--- src/hdl/qrs_pkg.sv ---
// ---------------------------------------------------------------------------
// qrs_pkg
// Shared widths, root kind codes and the sideband word of the quadratic solver.
// ---------------------------------------------------------------------------
`default_nettype none

package qrs_pkg;

  localparam int FRAC_BITS = 16;
  localparam int IN_W      = 11;
  localparam int OUT_W     = 27;
  localparam int D_PAIRS   = 12;
  localparam int DISC_W    = 2 * D_PAIRS;

  typedef enum logic [1:0] {
    KIND_DEGEN    = 2'd0,
    KIND_DISTINCT = 2'd1,
    KIND_EQUAL    = 2'd2,
    KIND_COMPLEX  = 2'd3
  } root_kind_e;

  typedef struct packed {
    root_kind_e             kind;
    logic signed [IN_W-1:0] coef_a;
    logic signed [IN_W-1:0] coef_b;
  } side_t;

endpackage

`default_nettype wire

--- src/hdl/qrs_front.sv ---
// ---------------------------------------------------------------------------
// qrs_front
// Two stage discriminant: products, then difference, sign class and magnitude.
// ---------------------------------------------------------------------------
`default_nettype none

module qrs_front (
  input  wire logic                              clk_i,
  input  wire logic                              rst_ni,
  input  wire logic                              en_i,
  input  wire logic                              valid_i,
  input  wire logic signed [qrs_pkg::IN_W-1:0]   coef_a_i,
  input  wire logic signed [qrs_pkg::IN_W-1:0]   coef_b_i,
  input  wire logic signed [qrs_pkg::IN_W-1:0]   coef_c_i,
  output logic                                   valid_o,
  output logic [qrs_pkg::DISC_W-1:0]             mag_o,
  output qrs_pkg::side_t                         side_o
);
  import qrs_pkg::*;

  localparam int PW = 2 * IN_W;

  logic                   v1_q;
  logic signed [PW-1:0]   bb_q, ac_q;
  logic signed [IN_W-1:0] a1_q, b1_q;

  logic signed [DISC_W-1:0] disc;
  logic [DISC_W-1:0]        mag_d, mag_q;
  side_t                    side_d, side_q;
  logic                     v2_q;

  always_ff @(posedge clk_i or negedge rst_ni) begin
    if (!rst_ni) begin
      v1_q <= 1'b0;
      v2_q <= 1'b0;
    end else if (en_i) begin
      v1_q <= valid_i;
      v2_q <= v1_q;
    end
  end

  always_ff @(posedge clk_i) begin
    if (en_i) begin
      bb_q   <= coef_b_i * coef_b_i;
      ac_q   <= coef_a_i * coef_c_i;
      a1_q   <= coef_a_i;
      b1_q   <= coef_b_i;
      mag_q  <= mag_d;
      side_q <= side_d;
    end
  end

  always_comb begin
    disc = DISC_W'(bb_q) - (DISC_W'(ac_q) <<< 2);
    mag_d = disc[DISC_W-1] ? DISC_W'(-disc) : DISC_W'(disc);
    side_d.coef_a = a1_q;
    side_d.coef_b = b1_q;
    if (a1_q == '0) begin
      side_d.kind = KIND_DEGEN;
    end else if (disc[DISC_W-1]) begin
      side_d.kind = KIND_COMPLEX;
    end else if (disc == '0) begin
      side_d.kind = KIND_EQUAL;
    end else begin
      side_d.kind = KIND_DISTINCT;
    end
  end

  assign valid_o = v2_q;
  assign mag_o   = mag_q;
  assign side_o  = side_q;

endmodule

`default_nettype wire

--- config.mk ---
export PLATFORM = sky130hd
export DESIGN_NAME = qrs_front
export DESIGN_NICKNAME = d
export VERILOG_FILES = /design/src/hdl/qrs_pkg.sv /design/src/hdl/qrs_front.sv
export SDC_FILE = /design/constraint.sdc
export NUM_CORES = 1
export LEC_CHECK = 0
export BUFFER_PORTS_ARGS = -buffer_cell sky130_fd_sc_hd__buf_2
export CORE_MARGIN = 5
export CORE_UTILIZATION = 60
export DETAILED_ROUTE_END_ITERATION = 10
export GPL_ROUTABILITY_DRIVEN = 0
export PLACE_DENSITY_LB_ADDON = 0.1
export SETUP_SLACK_MARGIN = 0.5
export SYNTH_ARGS = -nofsm -noshare
export SYNTH_HDL_FRONTEND = slang
export SYNTH_SLANG_ARGS = --single-unit
--- constraint.sdc ---
create_clock -name clk_i -period 10.3 [get_ports clk_i]
set_input_delay 3.09 -clock clk_i [delete_from_list [all_inputs] [get_ports clk_i]]
set_output_delay 3.09 -clock clk_i [all_outputs]
set_load 0.005 [all_outputs]
==> flow_metrics.env <==
export IMPL_status="completed"
export IMPL_grt_max_degree=67
export IMPL_synth_nets=1739
export IMPL_antenna_found_initial=0
export IMPL_drtIter0Drc=499
export IMPL_clk_latency_ns=0.42
export IMPL_reg2reg_to="mag_o[23]"
export IMPL_die_h_um=163.0
export IMPL_htreeDepth=4
export IMPL_tightest_slew_ns=1.089
export IMPL_dp_slack_ns=1.820
export IMPL_viasPerCell=5.264
export IMPL_core_area_um2=23260
export IMPL_ys_warn_count=0
export IMPL_cts_setup_buffers=0
export IMPL_wire_per_inst_um=15.08
export IMPL_num_vias=9296
export IMPL_ys_flop_type="edfxtp_1"
export IMPL_r2r_start="bb_q[2]"
export IMPL_yosysTopAreaCellShare_pct=31.34
export IMPL_min_path_cells=0
export IMPL_n_antenna_cell=0
export IMPL_slew_headroom_pct=27.14
export IMPL_tritoncts="built"
export IMPL_start_kind="input port"
export IMPL_async_reset_ff_share_pct=1.770
export IMPL_hold_violations=0
export IMPL_grtUsageTotal_pct=21.93
export IMPL_synth_avg_cell_area_um2=10.28
export IMPL_crit_path_max_fanout=11
export IMPL_die_area_um2=26580
export IMPL_hold_path_startpoint="b1_q[9]"
export IMPL_fillers=1902
export IMPL_yosysTopAreaCell="fa_1"
export IMPL_clock_skew_final_ns=0.01085
export IMPL_ff2ff_setup_slack_ns=6.35
export IMPL_netlist_area_um2=14050
export IMPL_cts_hold_buf=0
export IMPL_final_nets=1807
export IMPL_die_width_um=163.0
export IMPL_r2r_cells=14
export IMPL_clock_sinks=113
export IMPL_grt_pass1_wl_um=46710
export IMPL_worst_setup_path_type="in -> reg"
export IMPL_setup_viol=0
export IMPL_drive_above_1_share_pct=9.330
export IMPL_io_pins=86
export IMPL_fmaxAchievable_mhz=123.9
export IMPL_synth_most_common_cell="inv_1"
export IMPL_finalMaxSlewViolations=0
export IMPL_cp_data_arrival_time_ns=8.24
export IMPL_ff_latch_area_um2=3383
export IMPL_start_util_pct=60.41
export IMPL_cts_root_buf="clkbuf_16"
export IMPL_dr_pass1_iters=4
export IMPL_synth_area_leaders="fa_1, edfxtp_1, ha_1"
export IMPL_ys_top_cells_by_count="inv_1, fa_1, nand2_1, ha_1, edfxtp_1"
export IMPL_synth_seq_cells=113
export IMPL_synth_cells=1367
export IMPL_port_buffers=85
export IMPL_routed_wl_um=26640
export IMPL_synth_distinct_cells=62
export IMPL_num_rows=56
export IMPL_finalCriticalPeriod_ns=8.073
export IMPL_startpoint="coef_b_i[4]"
export IMPL_hold_class="reg -> reg"
export IMPL_drv_cap=0
export IMPL_timing_setup_tns_ns=0
export IMPL_final_util_pct=65.69
export IMPL_cts_path_max_buffers=2
export IMPL_synth_edf_count=111
export IMPL_holdPathEnd="side_o[9]"
export IMPL_cts_made_buffers=17
export IMPL_fin_crit_sh_pct=78.38
export IMPL_syn2layout_area_growth_pct=8.743
export IMPL_drc_errors=0
export IMPL_overflow=0
export IMPL_setup_slack_ns=2.227
export IMPL_crit_required_ns=10.46
export IMPL_dp_hpwl_um=21650
export IMPL_clk_pin_slew_ns=0.06
export IMPL_cts_resized_gates=0
export IMPL_ant_nets=0
export IMPL_synth_seq_area_share_pct=24.07
export IMPL_rsz0062_at_grt="no"
export IMPL_end_kind="flop"
export IMPL_grt_pass1_vias=9861
export IMPL_multi_input_area_um2=9308
-- registers in the layout, summed over array words and instances (netlist names) --
name,cells
mag_o,24
side_o,23
ac_q,22
bb_q,21
a1_q,11
b1_q,10
v1_q,1
valid_o,1
-- worst max path at each step --
stage,cells past startpoint,endpoint
detailed placement,21,bb_q[20]
global route,21,bb_q[20]
global placement,20,bb_q[20]
finish,21,bb_q[20]
CTS,21,bb_q[20]
floorplan,18,bb_q[20]
-- worst max-delay path, stage by stage --
cell and delay, ns:
buf_2 0.17, inv_1 0.16, nor2_1 0.11, fa_1 0.37, ha_1 0.20, inv_1 0.07, fa_1 0.44, fa_1 0.54
inv_1 0.05, fa_1 0.44, ha_1 0.33, nor2b_1 0.15, o21ai_0 0.20, a21boi_0 0.19, o211a_1 0.26, o2111ai_1 0.19
nand3_1 0.13, o41ai_1 0.63, o2111ai_1 0.22, a21oi_1 0.21, xnor2_1 0.08
-- placed cells by master (no fill, tap or decap), drive strengths merged, types with 6 or more instances in the layout --
master,Yosys,routed
xnor2,66,66
o21bai,8,8
buf,3,86
nor2b,23,23
ha,115,115
and2,76,76
nand3,19,19
fa,220,220
edfxtp,111,111
a21oi,42,42
a31oi,6,6
o21a,8,8
o21ai,24,24
nor3,15,15
a21o,12,12
a211oi,6,6
nand2,119,119
inv,321,321
clkbuf,34,19
nand2b,16,16
xor2,26,26
nor2,40,40
-- layout make-up --
class / instances / share of cell area, %
clock buffer: 19 / 2.833
clock inverter: 12 / 0.7778
inverter: 321 / 7.884
multi-input combinational: 896 / 60.91
sequential: 113 / 22.14
tap: 319 / 2.612
timing repair buffer: 86 / 2.849
-- routing by layer --
layer  routed length (um)  up-vias  GRT usage [%]
met5                    0        -              0
met3                 1188       28          2.851
li1                     -     4399              -
met1                11650     4648          30.35
met4                  492        0          6.252
met2                13310      221          36.83
-- metrics by stage --
stage          area (um2)  hold WS [ns]  instances
2_1_floorplan       14050        0.4003       1367
3_3_place_gp        14730        0.4017       1735
3_5_place_dp        14730        0.4045       1735
4_1_cts             15280        0.4178       1766
5_1_grt             15280        0.4221       1766
6_report            15280        0.4164       1766
-- cell families (layout without fill, tap and decap cells) --
group                      count (synthesis)  in the layout  synth area share (%)
buffers and inverters                    358            438                 9.696
adders and majority gates                335            335                 41.58
and+or+nand+nor                          335            335                 12.13
AOI/OAI and AO/OA                        129            129                 6.402
DFF                                      113            113                 24.07
xor gates and xnor gates                  92             92                 5.734
muxes                                      5              5                0.3917
Power is left out: the tool's default activity adds up to more than one toggle a clock period on the data nets, which glitch-free logic cannot reach.
