File: src/hdl/qrs_pkg.sv
// ---------------------------------------------------------------------------
// qrs_pkg
// Shared widths, root kind codes and the sideband word of the quadratic solver.
// ---------------------------------------------------------------------------
`default_nettype none

package qrs_pkg;

  localparam int FRAC_BITS = 16;
  localparam int IN_W      = 11;
  localparam int OUT_W     = 27;
  localparam int D_PAIRS   = 12;
  localparam int DISC_W    = 2 * D_PAIRS;

  typedef enum logic [1:0] {
    KIND_DEGEN    = 2'd0,
    KIND_DISTINCT = 2'd1,
    KIND_EQUAL    = 2'd2,
    KIND_COMPLEX  = 2'd3
  } root_kind_e;

  typedef struct packed {
    root_kind_e             kind;
    logic signed [IN_W-1:0] coef_a;
    logic signed [IN_W-1:0] coef_b;
  } side_t;

endpackage

`default_nettype wire

File: src/hdl/qrs_sqrt.sv
// ---------------------------------------------------------------------------
// qrs_sqrt
// Pipelined digit-by-digit square root, one result bit per stage.
// ---------------------------------------------------------------------------
`default_nettype none

module qrs_sqrt #(
  parameter int FracBits = qrs_pkg::FRAC_BITS
) (
  input  wire logic                                      clk_i,
  input  wire logic                                      rst_ni,
  input  wire logic                                      en_i,
  input  wire logic                                      valid_i,
  input  wire logic [qrs_pkg::DISC_W-1:0]                mag_i,
  input  wire qrs_pkg::side_t                            side_i,
  output logic                                           valid_o,
  output logic [qrs_pkg::D_PAIRS+FracBits-1:0]           root_o,
  output logic                                           exact_o,
  output qrs_pkg::side_t                                 side_o
);
  import qrs_pkg::*;

  localparam int N  = D_PAIRS + FracBits;
  localparam int DW = DISC_W;

  logic          vld_q [N];
  logic          vld_d [N];
  logic [DW-1:0] m_q   [N];
  logic [DW-1:0] m_d   [N];
  logic [N-1:0]  root_q[N];
  logic [N-1:0]  root_d[N];
  logic [N+1:0]  rem_q [N];
  logic [N+1:0]  rem_d [N];
  side_t         side_q[N];
  side_t         side_d[N];

  always_comb begin
    logic          v_in;
    logic [DW-1:0] m_in;
    logic [N-1:0]  root_in;
    logic [N+1:0]  rem_in;
    side_t         s_in;
    logic [N+3:0]  acc, trial, diff;
    logic          geq;
    for (int i = 0; i < N; i++) begin
      if (i == 0) begin
        v_in    = valid_i;
        m_in    = mag_i;
        root_in = '0;
        rem_in  = '0;
        s_in    = side_i;
      end else begin
        v_in    = vld_q[i-1];
        m_in    = m_q[i-1];
        root_in = root_q[i-1];
        rem_in  = rem_q[i-1];
        s_in    = side_q[i-1];
      end
      acc       = {rem_in, m_in[DW-1:DW-2]};
      trial     = {2'b00, root_in, 2'b01};
      geq       = (acc >= trial);
      diff      = acc - trial;
      vld_d[i]  = v_in;
      m_d[i]    = m_in << 2;
      root_d[i] = {root_in[N-2:0], geq};
      rem_d[i]  = geq ? diff[N+1:0] : acc[N+1:0];
      side_d[i] = s_in;
    end
  end

  always_ff @(posedge clk_i or negedge rst_ni) begin
    if (!rst_ni) begin
      for (int i = 0; i < N; i++) vld_q[i] <= 1'b0;
    end else if (en_i) begin
      for (int i = 0; i < N; i++) vld_q[i] <= vld_d[i];
    end
  end

  always_ff @(posedge clk_i) begin
    if (en_i) begin
      for (int i = 0; i < N; i++) begin
        m_q[i]    <= m_d[i];
        root_q[i] <= root_d[i];
        rem_q[i]  <= rem_d[i];
        side_q[i] <= side_d[i];
      end
    end
  end

  assign valid_o = vld_q[N-1];
  assign root_o  = root_q[N-1];
  assign exact_o = (rem_q[N-1] == '0);
  assign side_o  = side_q[N-1];

`ifndef NO_ASSERTIONS
  a_rem_bound: assert property (@(posedge clk_i) disable iff (!rst_ni)
    vld_q[N-1] |-> (rem_q[N-1] <= {root_q[N-1], 1'b0}))
    else $error("square root remainder above bound");
`endif

endmodule

`default_nettype wire

File: config.mk
export PLATFORM = sky130hd
export DESIGN_NAME = qrs_sqrt
export DESIGN_NICKNAME = d
export VERILOG_FILES = /design/src/hdl/qrs_pkg.sv /design/src/hdl/qrs_sqrt.sv
export SDC_FILE = /design/constraint.sdc
export NUM_CORES = 2
export LEC_CHECK = 0
export ABC_AREA = 0
export BUFFER_PORTS_ARGS = -buffer_cell sky130_fd_sc_hd__buf_2
export CORE_ASPECT_RATIO = 1.75
export CORE_UTILIZATION = 35
export CTS_CLUSTER_SIZE = 8
export DETAILED_ROUTE_END_ITERATION = 10
export GPL_TIMING_DRIVEN = 1
export PLACE_DENSITY = 0.61
export REMOVE_ABC_BUFFERS = 1
export SETUP_SLACK_MARGIN = 0.02
export SYNTH_ARGS = -nofsm -noshare
export SYNTH_HDL_FRONTEND = slang
export SYNTH_SLANG_ARGS = --single-unit
export TNS_END_PERCENT = 30
File: constraint.sdc
create_clock -name clk_i -period 4.9 [get_ports clk_i]
set_input_delay 0.98 -clock clk_i [delete_from_list [all_inputs] [get_ports clk_i]]
set_output_delay 0.98 -clock clk_i [all_outputs]
set_load 0.01 [all_outputs]
==> reports/metrics.cfg <==
[critical_path]
critical-path-max-stage-delay_ps=820
cp_max_delay_cell=sky130_fd_sc_hd__a2111oi_0
worst_path_dominant_cell_family=compound AO/OA/AOI/OAI gates
cp.buffers_inverters=3
worstPathRequired_ps=5420
worst-endpoint-arrival_ps=5110
timing.critical_path.from_type=flop
path_max_fanout=7
critical_path_type=reg2reg
critical_path.cell_chain=inv_1 > ha_1 > inv_1 > fa_1 > nor2b_1 > o21ai_0 > a21oi_1 > o21ai_0 > a2111oi_0 > buf_4 > nor2_1 > nand3_1 > nand3b_1 > nor4_1 > xor2_1
timing.critical_path.to_type=flop

[synthesis]
synth_warnings=0
async_flop_share=0.0139
syn-mean-instance-area_um2=13.4
synth_sequential_area_ratio=0.667
synth_top_area_share=0.659
ys_seq_elements=2020
ys.flop_type=sky130_fd_sc_hd__edfxtp_1
number_of_enable_type_register_cells_in_the_synthesized_netlist=1992
syn_inst=6754
yosys.cell_types.count=85
yosysMostFrequentCell=sky130_fd_sc_hd__edfxtp_1
post_synth_instance_area_mm2=0.0907
ys_top_cells_by_count=sky130_fd_sc_hd__edfxtp_1 (1992), sky130_fd_sc_hd__inv_1 (583), sky130_fd_sc_hd__nand2_1 (460), sky130_fd_sc_hd__ha_1 (406), sky130_fd_sc_hd__nor2_1 (393)
synth.area.top_cells=sky130_fd_sc_hd__edfxtp_1 (66%), sky130_fd_sc_hd__ha_1 (5.6%), sky130_fd_sc_hd__xor2_1 (3.3%), sky130_fd_sc_hd__xnor2_1 (2.5%), sky130_fd_sc_hd__inv_1 (2.4%)
synthDominantAreaCellType=sky130_fd_sc_hd__edfxtp_1

[place]
globalplace.congestion=0.918
placed_cells=10200
detailed_place.area_mm2=0.0961
place.detailed.hpwl_mm=129
place_ws_ps=331
port-buffer-count=105

[power]
power.clock.fraction=0.365
switching_share=0.260
pwr-share-comb=0.162
vdd_drop_max_mv=0.283
total_power_consumption_of_the_routed_design_mw=48.5
p_sw_mw=12.6
cellLeakagePower_nw=39.5
p_int_mw=35.9
p_per_area_mw_per_mm2=466
power.sequential.fraction=0.473

[sta]
fin_crit_ps=4590
final-setup-viol-count=0
totalNegativeSetupSlack_ps=0
maxSlewViolCount=0
maxSlewHeadroom=0.212
hold_viol_final=0
rsz0062_at_grt=false
setup_ws_ps=309
hold_slack_ps=209
layout_worst_path_cycle_share=0.937
clock_skew_ps=68.5
clock.fmax_mhz=218
worstMarginPinSlew_ps=1180

[cts]
clk_root_buffer_cell=sky130_fd_sc_hd__clkbuf_16
buffer_depth_of_the_longest_clock_path=4
cts.hold.buffers_added=0
clk_latency_ps=850
clk_pin_slew_worst_paths_ps=50
cts_tree=yes
cts_num_sinks=2020
post_cts_buffers=0
post_cts_resize_count=0
cts-buffers-inserted=294
max_h_tree_level=5

[detailed_routing]
drt_iter0_markers=2320
drtPass1Iterations=6
vias_per_cell=4.97
total_via_count_after_detailed_routing=52500
ant_nets=0
routed_wirelength_mm=179
drc=0
routed_wire_length_per_instance_um=16.9

[grt]
globalRouteTotalUtil=0.135
global_route_wire_length_before_repair_mm=281
grt_start_max_net_pins=157
globalRoute.totalOverflow=0
antenna_violations_before_repair=2
grt_pass1_vias=56500

[die]
initial_utilization=0.352
io-pin-count=106
die_width_um=387
core_region_area_mm2=0.258
chipHeight_um=676
rows=247
floorplan.die_area_mm2=0.261

[final_layout]
area_growth_pct=14.6
fin_nets=7622
drive_gt1_frac=0.0938
fin_area_mm2=0.104
final.fill_count=23400
final_cells=10600
finish.utilization=0.403

[run_status]
outcome=finished, final reports clean

[flow_run]
maxCapViolations=0

[hold_path]
hold_path.class=in2async

## final timing paths
kind	cells after the start	end	from	slack [ps]
hold reg to reg	0	side_q[0][139]	side_q[0][115]	380
max in group asynchronous	1	vld_d[0]	rst_ni	4260
setup / recovery	15	rem_q[0][447]	root_q[0][364]	310
min in group clk_i	1	m_q[0][18]	mag_i[18]	310
setup reg to reg	15	rem_q[0][447]	root_q[0][364]	310
hold / removal	1	valid_o	rst_ni	210
## metal layers
layer  part of all wire  vias up  GRT usage
li1                   -    25500          -
met1               0.30    25300      0.102
met2               0.60     1086      0.290
met3              0.034      607     0.0223
met4              0.070        2     0.0959
met5           0.000073        -          0
## state kept, by name, summed over array words and instances, names as in the netlist
register,flops
rem_q,782
side_q,672
root_q,406
m_q,132
vld_d,27
valid_o,1
## power by group through the flow
stage               sequential (mW)  combinational, mW  clock [mW]
global route                   23.1               8.74        18.9
CTS                            22.9               7.87        18.3
global placement               23.1               7.57           0
detailed placement             23.2               7.83           0
floorplan                      22.7               5.74           0
finish                         22.9               7.86        17.7
## layout by cell type (no fill, tap or decap), types with 15 or more instances in the layout
master                      count
sky130_fd_sc_hd__or4_1         35
sky130_fd_sc_hd__dfrtp_1       28
sky130_fd_sc_hd__edfxtp_1    1992
sky130_fd_sc_hd__o21a_1        62
sky130_fd_sc_hd__or3_1         63
sky130_fd_sc_hd__nand3_1       85
sky130_fd_sc_hd__nand2b_1      95
sky130_fd_sc_hd__a21oi_1      387
sky130_fd_sc_hd__o31ai_1       38
sky130_fd_sc_hd__nor3_1       172
sky130_fd_sc_hd__clkbuf_1      26
sky130_fd_sc_hd__o21ai_1       17
sky130_fd_sc_hd__a31oi_1       34
sky130_fd_sc_hd__xnor2_1      260
sky130_fd_sc_hd__nand4_1       36
sky130_fd_sc_hd__nor4_1        93
sky130_fd_sc_hd__mux2_2        91
sky130_fd_sc_hd__a21o_1       178
sky130_fd_sc_hd__buf_4         74
sky130_fd_sc_hd__clkbuf_16    300
sky130_fd_sc_hd__o21bai_1      36
sky130_fd_sc_hd__buf_12        21
sky130_fd_sc_hd__fa_1          16
sky130_fd_sc_hd__nand2_1      460
sky130_fd_sc_hd__o211ai_1      15
sky130_fd_sc_hd__buf_2        104
sky130_fd_sc_hd__and3_1        31
sky130_fd_sc_hd__nor2b_1       74
sky130_fd_sc_hd__nor2_1       392
sky130_fd_sc_hd__ha_1         406
sky130_fd_sc_hd__or2_2         34
sky130_fd_sc_hd__o21ai_0      352
sky130_fd_sc_hd__nand3b_1      15
sky130_fd_sc_hd__a211oi_1      22
sky130_fd_sc_hd__inv_1        583
sky130_fd_sc_hd__xor2_1       340
sky130_fd_sc_hd__and2_1        17
## layout make-up
cell class / count / area, um2 / share of cell area
flip-flops and latches: 2020 / 60500 / 0.582
inverters: 586 / 2200 / 0.0212
well taps: 3361 / 4210 / 0.0404
multi-input cells: 4047 / 27700 / 0.266
repair buffers: 199 / 1500 / 0.0144
clock inverters: 18 / 273 / 0.00262
clock buffers: 326 / 7600 / 0.0731
diodes: 1 / 2.50 / 0.0000241
## worst register-to-register path, cell delays in order, from the launching register on
cell	delay, ps
sky130_fd_sc_hd__edfxtp_1	470
sky130_fd_sc_hd__inv_1	90
sky130_fd_sc_hd__ha_1	170
sky130_fd_sc_hd__inv_1	60
sky130_fd_sc_hd__fa_1	500
sky130_fd_sc_hd__nor2b_1	150
sky130_fd_sc_hd__o21ai_0	110
sky130_fd_sc_hd__a21oi_1	210
sky130_fd_sc_hd__o21ai_0	200
sky130_fd_sc_hd__a2111oi_0	820
sky130_fd_sc_hd__buf_4	260
sky130_fd_sc_hd__nor2_1	100
sky130_fd_sc_hd__nand3_1	260
sky130_fd_sc_hd__nand3b_1	360
sky130_fd_sc_hd__nor4_1	450
sky130_fd_sc_hd__xor2_1	110
## cells by family after synthesis
| logic type | synth area share |
|---|---|
| compound gates | 0.0851 |
| fa+ha+maj | 0.0595 |
| simple gates | 0.0892 |
| flops | 0.667 |
| other cells | 0.0000413 |
| buf+inv | 0.0285 |
| xor+xnor | 0.0579 |
| mux | 0.0129 |
(Power assumes the default switching activity.)
